File: src/hdl/bcld_pkg.sv
// Shared codes for the button click / long press detector.
// No dependencies; used by the top level and the checker.
package bcld_pkg;

  // Press machine phases
  localparam logic [2:0] PH_IDLE          = 3'd0;
  localparam logic [2:0] PH_PRESSED       = 3'd1;
  localparam logic [2:0] PH_RELEASED      = 3'd2;
  localparam logic [2:0] PH_LONG_PRESSING = 3'd3;
  localparam logic [2:0] PH_LONG_PRESSED  = 3'd4;
  localparam logic [2:0] PH_ADJUST        = 3'd5;

  // Reported events
  localparam logic [1:0] EV_NONE   = 2'd0;
  localparam logic [1:0] EV_SINGLE = 2'd1;
  localparam logic [1:0] EV_DOUBLE = 2'd2;
  localparam logic [1:0] EV_LONG   = 2'd3;

  // Click tally values
  localparam logic [1:0] TALLY_NONE   = 2'd0;
  localparam logic [1:0] TALLY_ONE    = 2'd1;
  localparam logic [1:0] TALLY_DOUBLE = 2'd2;

  // Configuration register indexes
  localparam logic [2:0] REG_DEBOUNCE    = 3'd0;
  localparam logic [2:0] REG_LONG_PRESS  = 3'd1;
  localparam logic [2:0] REG_DCLICK_GAP  = 3'd2;
  localparam logic [2:0] REG_CLICK_TMO   = 3'd3;
  localparam logic [2:0] REG_ADJUST_TMO  = 3'd4;

  // Configuration reset values
  localparam logic [15:0] DEBOUNCE_RST   = 16'd50;
  localparam logic [15:0] LONG_PRESS_RST = 16'd1000;
  localparam logic [15:0] DCLICK_GAP_RST = 16'd300;
  localparam logic [15:0] CLICK_TMO_RST  = 16'd400;
  localparam logic [15:0] ADJUST_TMO_RST = 16'd5000;

endpackage

File: src/hdl/bcld_in_if.sv
// Poll channel: timestamp and raw button level, valid/ready handshake.
// No dependencies.
interface bcld_in_if;
  logic        valid;
  logic        ready;
  logic [31:0] now_ms;
  logic        raw_level;

  modport source (output valid, output now_ms, output raw_level, input ready);
  modport sink   (input valid, input now_ms, input raw_level, output ready);
endinterface

File: src/hdl/bcld_out_if.sv
// Result channel: event, debounced level, phase and press duration.
// No dependencies.
interface bcld_out_if;
  logic        valid;
  logic        ready;
  logic [1:0]  event_code;
  logic        pressed_level;
  logic        adjust_mode;
  logic [2:0]  phase;
  logic [31:0] press_duration_ms;

  modport source (output valid, output event_code, output pressed_level,
                  output adjust_mode, output phase, output press_duration_ms,
                  input ready);
  modport sink   (input valid, input event_code, input pressed_level,
                  input adjust_mode, input phase, input press_duration_ms,
                  output ready);
endinterface

File: src/hdl/button_click_long_press_detector.sv
// Button debounce and click / double click / long press detector, top level.
// Depends on bcld_pkg, bcld_in_if and bcld_out_if.
//
//   channel  | dir | beat contents
//   ---------+-----+----------------------------------------------------------
//   in_ch    | in  | now_ms[31:0], raw_level
//   out_ch   | out | event_code[1:0], pressed_level, adjust_mode, phase[2:0],
//            |     | press_duration_ms[31:0]
//   cfg      | in  | cfg_we_i, cfg_idx_i[2:0], cfg_wdata_i[15:0]
//
// One beat per cycle while the result is taken; a poll passes the input register,
// then the subtract/compare logic into the result register, which also updates
// the debounce and press state.
// Reset returns all state to idle and the registers to their defaults.
// A stalled result holds the result register; the input register still
// takes one more beat, then input ready drops until the result moves.
module button_click_long_press_detector (
  input  logic        clk_i,
  input  logic        rst_ni,
  bcld_in_if.sink     in_ch,
  bcld_out_if.source  out_ch,
  input  logic        cfg_we_i,
  input  logic [2:0]  cfg_idx_i,
  input  logic [15:0] cfg_wdata_i
);
  import bcld_pkg::*;

  // Configuration registers
  logic [15:0] debounce_q, long_press_q, dclick_gap_q, click_tmo_q, adjust_tmo_q;

  // Input stage
  logic        in_vld_q;
  logic [31:0] in_now_q;
  logic        in_raw_q;
  logic        advance;

  // Detector state
  logic [2:0]  phase_q, phase_d;
  logic        prev_raw_q;
  logic        deb_q, deb_d;
  logic [31:0] last_chg_q, last_chg_d;
  logic [31:0] press_start_q, press_start_d;
  logic [31:0] release_q, release_d;
  logic [1:0]  tally_q, tally_d;
  logic [31:0] adjust_start_q, adjust_start_d;

  // Result stage
  logic        out_vld_q;
  logic [1:0]  ev_q, ev_d;
  logic        lvl_q;
  logic [2:0]  out_phase_q;
  logic [31:0] dur_q, dur_d;

  // Elapsed times
  logic [31:0] stable_ms, held_ms, gap_ms, adj_ms;

  // Write configuration registers
  always_ff @(posedge clk_i or negedge rst_ni) begin
    if (!rst_ni) begin
      debounce_q   <= DEBOUNCE_RST;
      long_press_q <= LONG_PRESS_RST;
      dclick_gap_q <= DCLICK_GAP_RST;
      click_tmo_q  <= CLICK_TMO_RST;
      adjust_tmo_q <= ADJUST_TMO_RST;
    end else if (cfg_we_i) begin
      case (cfg_idx_i)
        REG_DEBOUNCE:   debounce_q   <= cfg_wdata_i;
        REG_LONG_PRESS: long_press_q <= cfg_wdata_i;
        REG_DCLICK_GAP: dclick_gap_q <= cfg_wdata_i;
        REG_CLICK_TMO:  click_tmo_q  <= cfg_wdata_i;
        REG_ADJUST_TMO: adjust_tmo_q <= cfg_wdata_i;
        default: ;
      endcase
    end
  end

  // Move the held poll on when the result register is free or draining
  assign advance     = in_vld_q && (!out_vld_q || out_ch.ready);
  assign in_ch.ready = !in_vld_q || advance;

  // Input register
  always_ff @(posedge clk_i or negedge rst_ni) begin
    if (!rst_ni) begin
      in_vld_q <= 1'b0;
    end else if (in_ch.valid && in_ch.ready) begin
      in_vld_q <= 1'b1;
    end else if (advance) begin
      in_vld_q <= 1'b0;
    end
  end

  always_ff @(posedge clk_i) begin
    if (in_ch.valid && in_ch.ready) begin
      in_now_q <= in_ch.now_ms;
      in_raw_q <= in_ch.raw_level;
    end
  end

  // Debounce: accept the raw level once it is stable longer than the threshold
  assign last_chg_d = (in_raw_q != prev_raw_q) ? in_now_q : last_chg_q;
  assign stable_ms  = in_now_q - last_chg_d;
  assign deb_d      = (stable_ms > {16'd0, debounce_q}) ? in_raw_q : deb_q;

  assign held_ms = in_now_q - press_start_q;
  assign gap_ms  = in_now_q - release_q;
  assign adj_ms  = in_now_q - adjust_start_q;

  // Press machine
  always_comb begin
    phase_d        = phase_q;
    press_start_d  = press_start_q;
    release_d      = release_q;
    tally_d        = tally_q;
    adjust_start_d = adjust_start_q;
    ev_d           = EV_NONE;
    case (phase_q)
      PH_IDLE: begin
        if (deb_d) begin
          press_start_d = in_now_q;
          tally_d       = TALLY_ONE;
          phase_d       = PH_PRESSED;
        end
      end
      PH_PRESSED: begin
        if (!deb_d) begin
          release_d = in_now_q;
          phase_d   = PH_RELEASED;
        end else if (held_ms >= {16'd0, long_press_q}) begin
          ev_d           = EV_LONG;
          phase_d        = PH_LONG_PRESSED;
          adjust_start_d = in_now_q;
        end
      end
      PH_RELEASED: begin
        if (deb_d) begin
          tally_d       = (gap_ms <= {16'd0, dclick_gap_q}) ? TALLY_DOUBLE : TALLY_ONE;
          press_start_d = in_now_q;
          phase_d       = PH_PRESSED;
        end else if (gap_ms > {16'd0, click_tmo_q}) begin
          ev_d    = (tally_q == TALLY_DOUBLE) ? EV_DOUBLE : EV_SINGLE;
          tally_d = TALLY_NONE;
          phase_d = PH_IDLE;
        end
      end
      PH_LONG_PRESSING: begin
        if (!deb_d) begin
          phase_d = PH_IDLE;
        end
      end
      PH_LONG_PRESSED: begin
        if (!deb_d) begin
          phase_d        = PH_ADJUST;
          adjust_start_d = in_now_q;
        end
      end
      PH_ADJUST: begin
        // timeout wins over a press
        if (adj_ms >= {16'd0, adjust_tmo_q}) begin
          phase_d = PH_IDLE;
          tally_d = TALLY_NONE;
        end else if (deb_d) begin
          press_start_d = in_now_q;
          phase_d       = PH_PRESSED;
        end
      end
      default: begin
        phase_d = PH_IDLE;
      end
    endcase
  end

  // Report hold time only while the button counts as held
  assign dur_d = (phase_d == PH_PRESSED || phase_d == PH_LONG_PRESSING) ?
                 (in_now_q - press_start_d) : 32'd0;

  // Update state on each processed poll
  always_ff @(posedge clk_i or negedge rst_ni) begin
    if (!rst_ni) begin
      phase_q        <= PH_IDLE;
      prev_raw_q     <= 1'b0;
      deb_q          <= 1'b0;
      last_chg_q     <= 32'd0;
      press_start_q  <= 32'd0;
      release_q      <= 32'd0;
      tally_q        <= TALLY_NONE;
      adjust_start_q <= 32'd0;
    end else if (advance) begin
      phase_q        <= phase_d;
      prev_raw_q     <= in_raw_q;
      deb_q          <= deb_d;
      last_chg_q     <= last_chg_d;
      press_start_q  <= press_start_d;
      release_q      <= release_d;
      tally_q        <= tally_d;
      adjust_start_q <= adjust_start_d;
    end
  end

  // Result register
  always_ff @(posedge clk_i or negedge rst_ni) begin
    if (!rst_ni) begin
      out_vld_q <= 1'b0;
    end else if (advance) begin
      out_vld_q <= 1'b1;
    end else if (out_ch.ready) begin
      out_vld_q <= 1'b0;
    end
  end

  always_ff @(posedge clk_i) begin
    if (advance) begin
      ev_q        <= ev_d;
      lvl_q       <= deb_d;
      out_phase_q <= phase_d;
      dur_q       <= dur_d;
    end
  end

  assign out_ch.valid             = out_vld_q;
  assign out_ch.event_code        = ev_q;
  assign out_ch.pressed_level     = lvl_q;
  assign out_ch.adjust_mode       = (out_phase_q == PH_ADJUST);
  assign out_ch.phase             = out_phase_q;
  assign out_ch.press_duration_ms = dur_q;

endmodule

File: src/flat_wrapper.sv
// flat-port wrapper written by rule: the top's interface ports become plain ports
module button_click_long_press_detector_flat import bcld_pkg::*;
  (clk_i, rst_ni, cfg_we_i, cfg_idx_i, cfg_wdata_i, in_ch_valid, in_ch_now_ms, in_ch_raw_level, in_ch_ready, out_ch_valid, out_ch_event_code, out_ch_pressed_level, out_ch_adjust_mode, out_ch_phase, out_ch_press_duration_ms, out_ch_ready);
  bcld_in_if in_ch_i ();
  bcld_out_if out_ch_i ();
  input  logic clk_i;
  input  logic rst_ni;
  input  logic cfg_we_i;
  input  logic [2:0] cfg_idx_i;
  input  logic [15:0] cfg_wdata_i;
  input wire logic [$bits(in_ch_i.valid)-1:0] in_ch_valid;
  input wire logic [$bits(in_ch_i.now_ms)-1:0] in_ch_now_ms;
  input wire logic [$bits(in_ch_i.raw_level)-1:0] in_ch_raw_level;
  output wire logic [$bits(in_ch_i.ready)-1:0] in_ch_ready;
  output wire logic [$bits(out_ch_i.valid)-1:0] out_ch_valid;
  output wire logic [$bits(out_ch_i.event_code)-1:0] out_ch_event_code;
  output wire logic [$bits(out_ch_i.pressed_level)-1:0] out_ch_pressed_level;
  output wire logic [$bits(out_ch_i.adjust_mode)-1:0] out_ch_adjust_mode;
  output wire logic [$bits(out_ch_i.phase)-1:0] out_ch_phase;
  output wire logic [$bits(out_ch_i.press_duration_ms)-1:0] out_ch_press_duration_ms;
  input wire logic [$bits(out_ch_i.ready)-1:0] out_ch_ready;
  assign in_ch_i.valid = in_ch_valid;
  assign in_ch_i.now_ms = in_ch_now_ms;
  assign in_ch_i.raw_level = in_ch_raw_level;
  assign in_ch_ready = in_ch_i.ready;
  assign out_ch_valid = out_ch_i.valid;
  assign out_ch_event_code = out_ch_i.event_code;
  assign out_ch_pressed_level = out_ch_i.pressed_level;
  assign out_ch_adjust_mode = out_ch_i.adjust_mode;
  assign out_ch_phase = out_ch_i.phase;
  assign out_ch_press_duration_ms = out_ch_i.press_duration_ms;
  assign out_ch_i.ready = out_ch_ready;
  button_click_long_press_detector u_core (.clk_i(clk_i), .rst_ni(rst_ni), .in_ch(in_ch_i), .out_ch(out_ch_i), .cfg_we_i(cfg_we_i), .cfg_idx_i(cfg_idx_i), .cfg_wdata_i(cfg_wdata_i));
endmodule
File: config.mk
export PLATFORM = sky130hd
export DESIGN_NAME = button_click_long_press_detector_flat
export DESIGN_NICKNAME = d
export VERILOG_FILES = /design/src/hdl/bcld_pkg.sv /design/src/hdl/bcld_in_if.sv /design/src/hdl/bcld_out_if.sv /design/src/hdl/button_click_long_press_detector.sv /design/src/flat_wrapper.sv
export SDC_FILE = /design/constraint.sdc
export NUM_CORES = 1
export LEC_CHECK = 0
export BUFFER_PORTS_ARGS = -buffer_cell sky130_fd_sc_hd__buf_2
export CORE_ASPECT_RATIO = 1.75
export CORE_MARGIN = 2
export CORE_UTILIZATION = 35
export CTS_CLUSTER_SIZE = 28
export DETAILED_ROUTE_END_ITERATION = 10
export PLACE_DENSITY_LB_ADDON = 0.1
export REMOVE_ABC_BUFFERS = 1
export SETUP_SLACK_MARGIN = 0.15
export SLEW_MARGIN = 20
export SYNTH_ARGS = -nofsm -noshare
export SYNTH_HDL_FRONTEND = slang
export SYNTH_SLANG_ARGS = --single-unit
File: constraint.sdc
create_clock -name clk_i -period 11.7 [get_ports clk_i]
set_clock_uncertainty 0.05 [all_clocks]
set_input_delay 1.755 -clock clk_i [delete_from_list [all_inputs] [get_ports clk_i]]
set_output_delay 1.755 -clock clk_i [all_outputs]
set_load 0.02 [all_outputs]
==> out/results.ini, run 1 <==
[status]
status=finished clean

[route]
drtIter0Drc=949
dr.pass1.iters=5
viasPerCell=5.49
drc=0
vias=18900
ant_nets=0
finalWirelength_um=74200
routedWlPerCell_um=21.5

[clock_network]
path_clk_slew_ns=0.06
ctsResizeCount=0
cts_tree=done
clkLatencyLatePin_ns=0.58
clock_path_buffers=3
cts_hold_buf=0
postCtsSetupBuffers=0
cts_sinks=288
cts_htree_levels=2
cts_root_buf=clkbuf_16
cts_made_buffers=34

[worst_setup_path]
cpMostUsedCell=a21oi_1
crit_buf_inv=3
cp.arrival_ns=10.66
reg2reg_depth=40
crit_cells=40
cp-end-kind=flip-flop
rr_startpoint=u_core.in_raw_q
path_delay_family=compound AO/OA/AOI/OAI gates
path_class=reg -> reg
cpPeakStageDelay_ns=0.57
path_max_fanout=18
r2r-end=u_core.out_ch.press_duration_ms[30]
crit_required_ns=11.96
r2r_slack_ns=1.30
startpoint_type=flip-flop
cp_slowest_cell=edfxtp_1

[synthesis]
synthXorXnorAreaFrac=0.0430
synthArstFlopShare=0.753
yosys-top-cells-count=nand2_1 (230), ha_1 (225), inv_1 (216)
avgSynthCellArea_sq_um=9.05
synth-edff-count=71
synth_compound_area_frac=0.187
ys_top_cells_by_area=dfrtp_1 (21%), ha_1 (12%), edfxtp_1 (9.3%), nand2_1 (3.8%), o21ai_0 (3.7%)
synth_top_cell_by_area=dfrtp_1
yosysWarnings=0
synth-seq-area-share=0.330
synthAdderAreaFrac=0.130
synthCells=2537
yosys.area_share.simple=0.158
ys.flop_type=dfrtp_1
synthMuxAreaShare=0.0983
ys_types=97
synth_top_family_by_area=compound AO/OA/AOI/OAI gates
synth.most_common_cell=nand2_1
ys_seq_elements=288
yosysTopAreaCellShare=0.214
netlist_area_sq_um=23000

[final_layout]
areaGrowthSynthToFinish_pct=10.5
design_area_sq_um=25400
fin_nets=2891
num-fill-cells=6605
diodes=0
drive_above_1_share=0.125

[placed_design]
dp_hpwl_um=58100
placedInstanceArea_sq_um=24300
place_congestion=0.892
io_buffers=97

[sta]
min_period_ns=10.40
setup_violations=0
hold_viol_final=0
rsz0062_at_grt=no
setup_tns_ns=0
min_period_over_period=0.889
slew_headroom=0.304
maxSlewViolCount=0
worst_pin_slew_ns=1.04
clock.fmax_mhz=96.2

[global_routing]
grt_max_degree=122
grt.overflow.total=0
antenna_found_initial=0
grt_use_total=0.220
grt_pass1_wl_um=113000
grt_pass1_vias=19000

[hold_path]
min_path_cells=2
hold_path_end=u_core.last_chg_q[14]
min_from=u_core.last_chg_q[14]
hp-class=reg -> reg

[die]
io_pins=98
rows=124
dieArea_sq_um=67800
core_sq_um=65200
die_y_um=343
dieWidth_um=198
start_util=0.353

[power_and_ir_drop]
p_per_area_nw_per_um2=276
peakVddDrop_v=0.000136
p_leak_nw=11.6

[job]
cap_viol_max_count=0

layout make-up:
type	count	area [sq um]	area share
Inverter	218	820	0.0323
Clock inverter	13	87.6	0.00345
Timing Repair Buffer	122	696	0.0274
Clock buffer	49	988	0.0389
Tap cell	819	1020	0.0404
Multi-Input combinational cell	1941	14200	0.559
Sequential cell	288	7590	0.299
worst max-delay path by stage:
stage                                                      to       startpoint
after detailed placement  u_core.out_ch.press_duration_ms[30]  u_core.in_raw_q
after global placement    u_core.out_ch.press_duration_ms[30]  u_core.in_raw_q
after global routing      u_core.out_ch.press_duration_ms[31]  u_core.in_raw_q
after CTS                 u_core.out_ch.press_duration_ms[30]  u_core.in_raw_q
final                     u_core.out_ch.press_duration_ms[30]  u_core.in_raw_q
after floorplan           u_core.out_ch.press_duration_ms[30]  u_core.in_raw_q
registers in the layout, summed over array words and instances, names as in the netlist, 16 cells and up:
name / flops
u_core.adjust_start_q: 32
u_core.in_now_q: 32
u_core.last_chg_q: 32
u_core.out_ch.press_duration_ms: 32
u_core.press_start_q: 32
u_core.release_q: 32
u_core.adjust_tmo_q: 16
u_core.click_tmo_q: 16
u_core.dclick_gap_q: 16
u_core.debounce_q: 16
u_core.long_press_q: 16
logic make-up (layout without fill, tap and decap cells):
| kind of cell | count (synthesis) | count (layout) |
|---|---|---|
| AOI/OAI and AO/OA | 659 | 659 |
| xor gates and xnor gates | 111 | 111 |
| adders and majority gates | 237 | 237 |
| buffers and inverters | 308 | 402 |
| DFF | 288 | 288 |
| muxes | 194 | 194 |
| and+or+nand+nor | 740 | 740 |
per-layer routing:
| layer | track usage | routed length (um) | part of all wire |
|---|---|---|---|
| met1 | 0.241 | 28900 | 0.39 |
| met2 | 0.430 | 40600 | 0.55 |
| met3 | 0.0257 | 2330 | 0.031 |
| met4 | 0.0730 | 2360 | 0.032 |
| met5 | 0 | 0 | 0 |
power by group:
group	total [mW]	switching [mW]	internal [mW]
Combinational	4.37	2.55	1.82
Sequential	1.58	0.193	1.38
Clock	1.06	0.470	0.593
Total	7.01	3.21	3.80
stage by stage:
stage	hold slack, ns	worst slack [ns]	total power [mW]	util	cells
after global routing	0.448	0.325	7.66	0.390	3450
after global placement	0.415	1.55	5.92	0.373	3388
final	0.431	1.30	7.01	0.390	3450
after CTS	0.435	1.32	7.08	0.390	3450
after floorplan	0.396	1.58	4.80	-	2447
after detailed placement	0.421	1.36	5.96	0.373	3388
cell usage in the layout (no fill, tap or decap), types with 62 or more instances in the layout:
| master | synthesis | routed |
|---|---|---|
| inv_1 | 216 | 215 |
| dfrtp_1 | 196 | 196 |
| buf_2 | 9 | 96 |
| a21o_1 | 90 | 90 |
| a21oi_1 | 149 | 149 |
| nor2_1 | 165 | 164 |
| ha_1 | 225 | 225 |
| o21ai_0 | 172 | 172 |
| nand2_1 | 230 | 229 |
| mux2i_1 | 85 | 85 |
| xnor2_1 | 62 | 62 |
| edfxtp_1 | 71 | 71 |
worst min-delay path: stages (launching register included):
cell	delay (ns)
dfrtp_1	0.34
nand2_1	0.05
o21ai_0	0.06
Note: power is estimated with default switching activity, not from simulation.
==> inputs of run 2 (changes only) <==
Settings changed: CORE_UTILIZATION 35 to 40.
==> run 2 against run 1 <==
  * Hold slack got worse by 0.0022 ns
  * Core utilization grew 5.8 points
  * Sequential cell count did not move
  * Non-clock buffer count increased by 7
  * Final area increased by 0.63%
  * Via count up 0.59%
  * Die area decreased by 12%
  * Routed wire length decreased by 1.7%
  * Global-route usage increased by 2.8 points
  * Worst setup slack lost 0.070 ns
  * Cell count shrank 1.3%
  * Critical path type unchanged
  * Largest cell class unchanged
==> out/results.ini, run 2 (synthesis gave the netlist of run 1 again) <==
[final_layout]
seqCellArea_sq_um=7590  ; unchanged
fin_nets=2898  ; +0.24%
areaGrowthSynthToFinish_pct=11.2
final_util=0.448  ; +0.0583
drive_above_1_share=0.129  ; +0.00384
num-fill-cells=5619  ; -15%
layout_common_cells=nand2_1 (229), ha_1 (225), inv_1 (215)
layout_commonest_cell=nand2_1
multi_input_area_sq_um=14200  ; about the same

[die]
io_pins=98  ; unchanged
core_sq_um=57000  ; -12%
dieWidth_um=185  ; -6.3%
dieArea_sq_um=59400  ; -12%
die_y_um=321  ; -6.4%
start_util=0.403  ; +0.0502
rows=116  ; -6.5%

[global_routing]
antenna_found_initial=0  ; unchanged
grt_use_total=0.248  ; +0.0280
grt.overflow.total=0  ; unchanged
grt_max_degree=84  ; -31%
grt_pass1_wl_um=112000  ; -1.2%
grt_pass1_vias=19000  ; +0.095%

[clock_network]
cts_sinks=288  ; unchanged
cts_tree=done
postCtsSetupBuffers=0  ; unchanged
cts_made_buffers=34  ; unchanged
clock_path_buffers=3  ; unchanged
cts_htree_levels=2  ; unchanged
clkLatencyLatePin_ns=0.57  ; about the same
ctsResizeCount=0  ; unchanged
path_clk_slew_ns=0.06  ; about the same
cts_root_buf=clkbuf_16
cts_hold_buf=0  ; unchanged

[worst_setup_path]
cp_slowest_cell=a2111oi_2
path_class=reg -> reg
cpMostUsedCell=a21oi_1
r2r_slack_ns=1.23  ; -0.07 ns
path_max_fanout=20  ; +2
crit_required_ns=11.95  ; about the same
reg2reg_depth=40  ; unchanged
startpoint_type=flip-flop
cpPeakStageDelay_ns=0.58  ; about the same
cp-end-kind=flip-flop
cp.arrival_ns=10.72  ; +0.06 ns

[sta]
setup_tns_ns=0  ; unchanged
setup_violations=0  ; unchanged
min_period_ns=10.47  ; +0.0705 ns
maxSlewViolCount=0  ; unchanged
slew_headroom=0.280  ; -0.0246
whs_ns=0.429  ; -0.00216 ns
hold_viol_final=0  ; unchanged
min_period_over_period=0.895  ; +0.00602
clock.fmax_mhz=95.5  ; -0.67%
rsz0062_at_grt=no
worst_pin_slew_ns=1.08  ; +0.0418 ns

[job]
cap_viol_max_count=0  ; unchanged

[route]
ant_nets=0  ; unchanged
drtIter0Drc=890  ; -6.2%
vias=19000  ; +0.59%
finalWirelength_um=72900  ; -1.7%
dr.pass1.iters=5  ; unchanged
viasPerCell=5.59  ; +1.9%
routedWlPerCell_um=21.4  ; -0.43%
drc=0  ; unchanged

[placed_design]
dp_hpwl_um=57400  ; -1.2%
io_buffers=97  ; unchanged
place_congestion=0.919  ; +2.9%

[power_and_ir_drop]
p_per_area_nw_per_um2=280  ; +1.4%
peakVddDrop_v=0.000139  ; +1.9%
p_total_mw=7.16  ; +2.1%
p_leak_nw=11.7  ; +0.98%

[hold_path]
min_path_cells=2  ; unchanged
hp-class=reg -> reg

[status]
status=finished clean

[run 2: cell count changes in the layout (fill, tap and decap cells not counted), moves of 2 or more]
cell,before,now
buf_4,24,31
bufinv_16,0,7
clkbuf_1,8,4
clkbuf_16,35,38
clkbuf_8,6,0
clkinv_4,0,2
inv_6,3,0
[run 2: critical path, delay by kind of cell, from the launching register on]
kind                     cells  cell delay [ns]
AO/OA/AOI/OAI               19             5.02
XOR/XNOR                     3             0.90
adder cells (fa/ha/maj)      5             1.29
buffers and inverters        3             0.30
flip-flops                   1             0.53
multiplexers                 1             0.28
AND/OR/NAND/NOR              9             1.77
[run 2: worst paths after layout]
check / from / endpoint
setup reg to reg: u_core.in_raw_q / u_core.out_ch.press_duration_ms[30]
hold / removal: u_core.last_chg_q[14] / u_core.last_chg_q[14]
hold reg to reg: u_core.last_chg_q[14] / u_core.last_chg_q[14]
max in group asynchronous: rst_ni / u_core.long_press_q[6]
setup / recovery: u_core.in_raw_q / u_core.out_ch.press_duration_ms[30]
min in group asynchronous: rst_ni / u_core.dclick_gap_q[6]
[run 2: layout make-up]
| cell class | instances | share of cell area |
|---|---|---|
| inverters | 218 | 0.0321 |
| flip-flops and latches | 288 | 0.297 |
| well taps | 767 | 0.0376 |
| clock inverters | 20 | 0.0112 |
| repair buffers | 129 | 0.0293 |
| diodes | 1 | 0.0000979 |
| clock buffers | 42 | 0.0378 |
| multi-input cells | 1941 | 0.555 |
[run 2: stage by stage]
| step | worst slack (ns) | area (sq um) | cells |
|---|---|---|---|
| 2_1_floorplan | 1.58 | 22600 | 2447 |
| 6_report | 1.23 | 25600 | 3406 |
| 3_5_place_dp | 1.31 | 24300 | 3342 |
| 4_1_cts | 1.26 | 25500 | 3404 |
| 5_1_grt | 0.384 | 25500 | 3405 |
| 3_3_place_gp | 1.55 | 24300 | 3342 |
[run 2: power by group]
part	switching [mW]	internal [mW]	leakage, nW
logic	2.54	1.83	7.81
registers	0.197	1.38	3.27
clock network	0.465	0.744	0.611
[run 2: layer usage]
layer	global-route usage	vias to the layer above	part of all wire
met2	0.467	375	0.53
li1	-	9327	-
met3	0.0259	109	0.029
met4	0.108	0	0.047
met1	0.277	9232	0.39
met5	0	-	0
==> inputs of run 3 (changes only) <==
Settings changed: ABC_AREA from default to 1.
==> run 3 against run 2 <==
  * First-iteration DRC count is 75% higher
  * Die area is 7.7% higher
  * Critical endpoint is now u_core.out_ch.press_duration_ms[23]
  * Synthesized cell count is 41% higher
  * Final area is 6.6% higher
  * Fmax is 12% higher
  * Largest cell class unchanged
  * Via count is 26% higher
  * Clock-buffer cell count is 4 lower
==> out/results.ini, run 3 <==
[die]
io_pins=98  ; unchanged
core_sq_um=61300  ; +7.4%
dieArea_sq_um=64000  ; +7.7%
dieWidth_um=192  ; +3.8%
rows=120  ; +3.4%
start_util=0.404  ; +0.00174
die_y_um=333  ; +3.8%

[global_routing]
antenna_found_initial=0  ; unchanged
grt.overflow.total=0  ; unchanged
grt_use_total=0.292  ; +0.0441
grt_pass1_wl_um=140000  ; +25%
grt_max_degree=95  ; +13%
grt_pass1_vias=23800  ; +26%

[clock_network]
cts_sinks=288  ; unchanged
cts_htree_levels=1  ; -1
ctsResizeCount=0  ; unchanged
cts_tree=done
cts_hold_buf=0  ; unchanged
cts_made_buffers=31  ; -8.8%
clkLatencyLatePin_ns=0.62  ; +0.05 ns
cts_root_buf=clkbuf_16
path_clk_slew_ns=0.07  ; about the same
postCtsSetupBuffers=0  ; unchanged
clock_path_buffers=3  ; unchanged

[worst_setup_path]
path_class=reg -> reg
cpMostUsedCell=nand2_1
r2r_slack_ns=2.36  ; +1.13 ns
r2r-end=u_core.out_ch.press_duration_ms[23]
cpPeakStageDelay_ns=0.73  ; +0.15 ns
path_max_fanout=73  ; +270%
cp.arrival_ns=9.66  ; -1.06 ns
startpoint=u_core.in_raw_q
crit_cells=48  ; +20%
cp-endpoint=u_core.out_ch.press_duration_ms[23]
crit_buf_inv=4  ; +1
startpoint_type=flip-flop
cp_slowest_cell=nand2_2
cp-end-kind=flip-flop
crit_required_ns=12.02  ; +0.07 ns
rr_startpoint=u_core.in_raw_q
reg2reg_depth=48  ; +20%
path_delay_family=simple AND/OR/NAND/NOR gates

[sta]
min_period_over_period=0.798  ; -0.0968
hold_viol_final=0  ; unchanged
rsz0062_at_grt=no
worst_pin_slew_ns=1.06  ; -0.0176 ns
slew_headroom=0.290  ; +0.00999
maxSlewViolCount=0  ; unchanged
whs_ns=0.433  ; +0.00456 ns
setup_tns_ns=0  ; unchanged
clock.fmax_mhz=107  ; +12%
min_period_ns=9.34  ; -1.13 ns
setup_violations=0  ; unchanged

[job]
cap_viol_max_count=0  ; unchanged

[synthesis]
synth-edff-count=71  ; unchanged
synthArstFlopShare=0.753  ; unchanged
yosysTopAreaCellShare=0.198  ; -0.0156
ys_top_cells_by_area=dfrtp_1 (20%), nand2_1 (15%), ha_1 (11%), edfxtp_1 (8.6%), inv_1 (7.8%)
yosysWarnings=0  ; unchanged
synth-seq-area-share=0.306  ; -0.0241
netlist_area_sq_um=24800  ; +7.9%
synth.most_common_cell=nand2_1
synth_top_cell_by_area=dfrtp_1
ys_seq_elements=288  ; unchanged
ys.flop_type=dfrtp_1
avgSynthCellArea_sq_um=6.93  ; -23%
yosys-top-cells-count=nand2_1 (1,006), inv_1 (517), a21oi_1 (290)
ys_types=55  ; -43%
synthCells=3573  ; +41%

[route]
drtIter0Drc=1559  ; +75%
finalWirelength_um=93100  ; +28%
routedWlPerCell_um=20.8  ; -3.0%
drc=0  ; unchanged
viasPerCell=5.33  ; -4.7%
vias=23900  ; +26%
ant_nets=0  ; unchanged
dr.pass1.iters=6  ; +1

[power_and_ir_drop]
p_leak_nw=13.5  ; +16%
peakVddDrop_v=0.000196  ; +41%
p_per_area_nw_per_um2=314  ; +12%

[final_layout]
seqCellArea_sq_um=7590  ; unchanged
layout_commonest_cell=nand2_1
fin_nets=3953  ; +36%
drive_above_1_share=0.0834  ; -0.0458
multi_input_area_sq_um=14800  ; +4.6%
num-fill-cells=6660  ; +19%
areaGrowthSynthToFinish_pct=9.93
layout_common_cells=nand2_1 (1,004), inv_1 (516), a21oi_1 (290)

[hold_path]
hp-class=reg -> reg

[placed_design]
place_congestion=1.03  ; +12%
dp_hpwl_um=74100  ; +29%
io_buffers=97  ; unchanged

[status]
status=finished clean

[run 3: cell types whose count changed in the layout (fill, tap and decap cells not counted), moves of 29 or more]
cell and delta:
nand2_1 +775, nor2b_1 -41, mux2_2 -47, inv_1 +301, nor2_4 +32, a21oi_1 +141
nand3_1 +106, o21ai_0 +107, nor2_1 +89, xor2_1 +30, mux2i_1 -85, a21o_1 -76
o21ai_1 +29, mux2_4 -48
[run 3: power by group]
group | switching (mW) | internal [mW]
combinational | 3.88 | 2.01
clock | 0.460 | 0.577
sequential | 0.196 | 1.43
total | 4.54 | 4.02
[run 3: layer usage]
layer  vias up  wire length, um  track usage
li1      11900                -            -
met3       265             3720       0.0311
met2       604            48100        0.538
met4         0             8070        0.215
met5         -                0            0
met1     11100            33200        0.299
[run 3: stage by stage]
step	power (mW)	cells	cell area, sq um	utilization	setup WS [ns]
5_1_grt	9.37	4485	27200	0.445	1.30
4_1_cts	8.58	4485	27200	0.444	2.34
3_3_place_gp	7.48	4427	26200	0.428	2.50
2_1_floorplan	5.87	3493	24400	-	3.24
3_5_place_dp	7.50	4427	26200	0.428	2.35
6_report	8.55	4486	27200	0.445	2.36
[run 3: cells by family after synthesis]
family / share of synthesized area
AO/OA/AOI/OAI: 0.163
buffers and inverters: 0.0962
AND/OR/NAND/NOR: 0.277
flip-flops: 0.306
adder cells (fa/ha/maj): 0.117
XOR/XNOR: 0.0407
[run 3: worst min-delay path by stage]
stage,end,startpoint,cells past startpoint,slack (ns)
3_3_place_gp,u_core.last_chg_q[22],u_core.last_chg_q[22],2,0.42
4_1_cts,u_core.dclick_gap_q[10],u_core.dclick_gap_q[10],2,0.44
3_5_place_dp,u_core.click_tmo_q[3],u_core.click_tmo_q[3],2,0.42
2_1_floorplan,u_core.last_chg_q[0],u_core.last_chg_q[0],2,0.40
6_report,u_core.adjust_tmo_q[4],u_core.adjust_tmo_q[4],2,0.43
5_1_grt,u_core.last_chg_q[0],u_core.last_chg_q[0],2,0.45
[run 3: worst register-to-register path, delay by kind of cell, from the launching register on]
family          cells  cell delay [ns]
buf+inv             4             0.39
flops               1             0.45
fa+ha+maj           4             0.92
xor+xnor            2             0.29
simple gates       26             3.93
compound gates     12             3.04
[run 3: final cells by class]
cell class / count / share of cell area
Timing Repair Buffer: 141 / 0.0303
Inverter: 525 / 0.0724
Antenna cell: 1 / 0.0000919
Multi-Input combinational cell: 2680 / 0.545
Sequential cell: 288 / 0.279
Clock inverter: 20 / 0.00799
Tap cell: 793 / 0.0364
Clock buffer: 38 / 0.0294
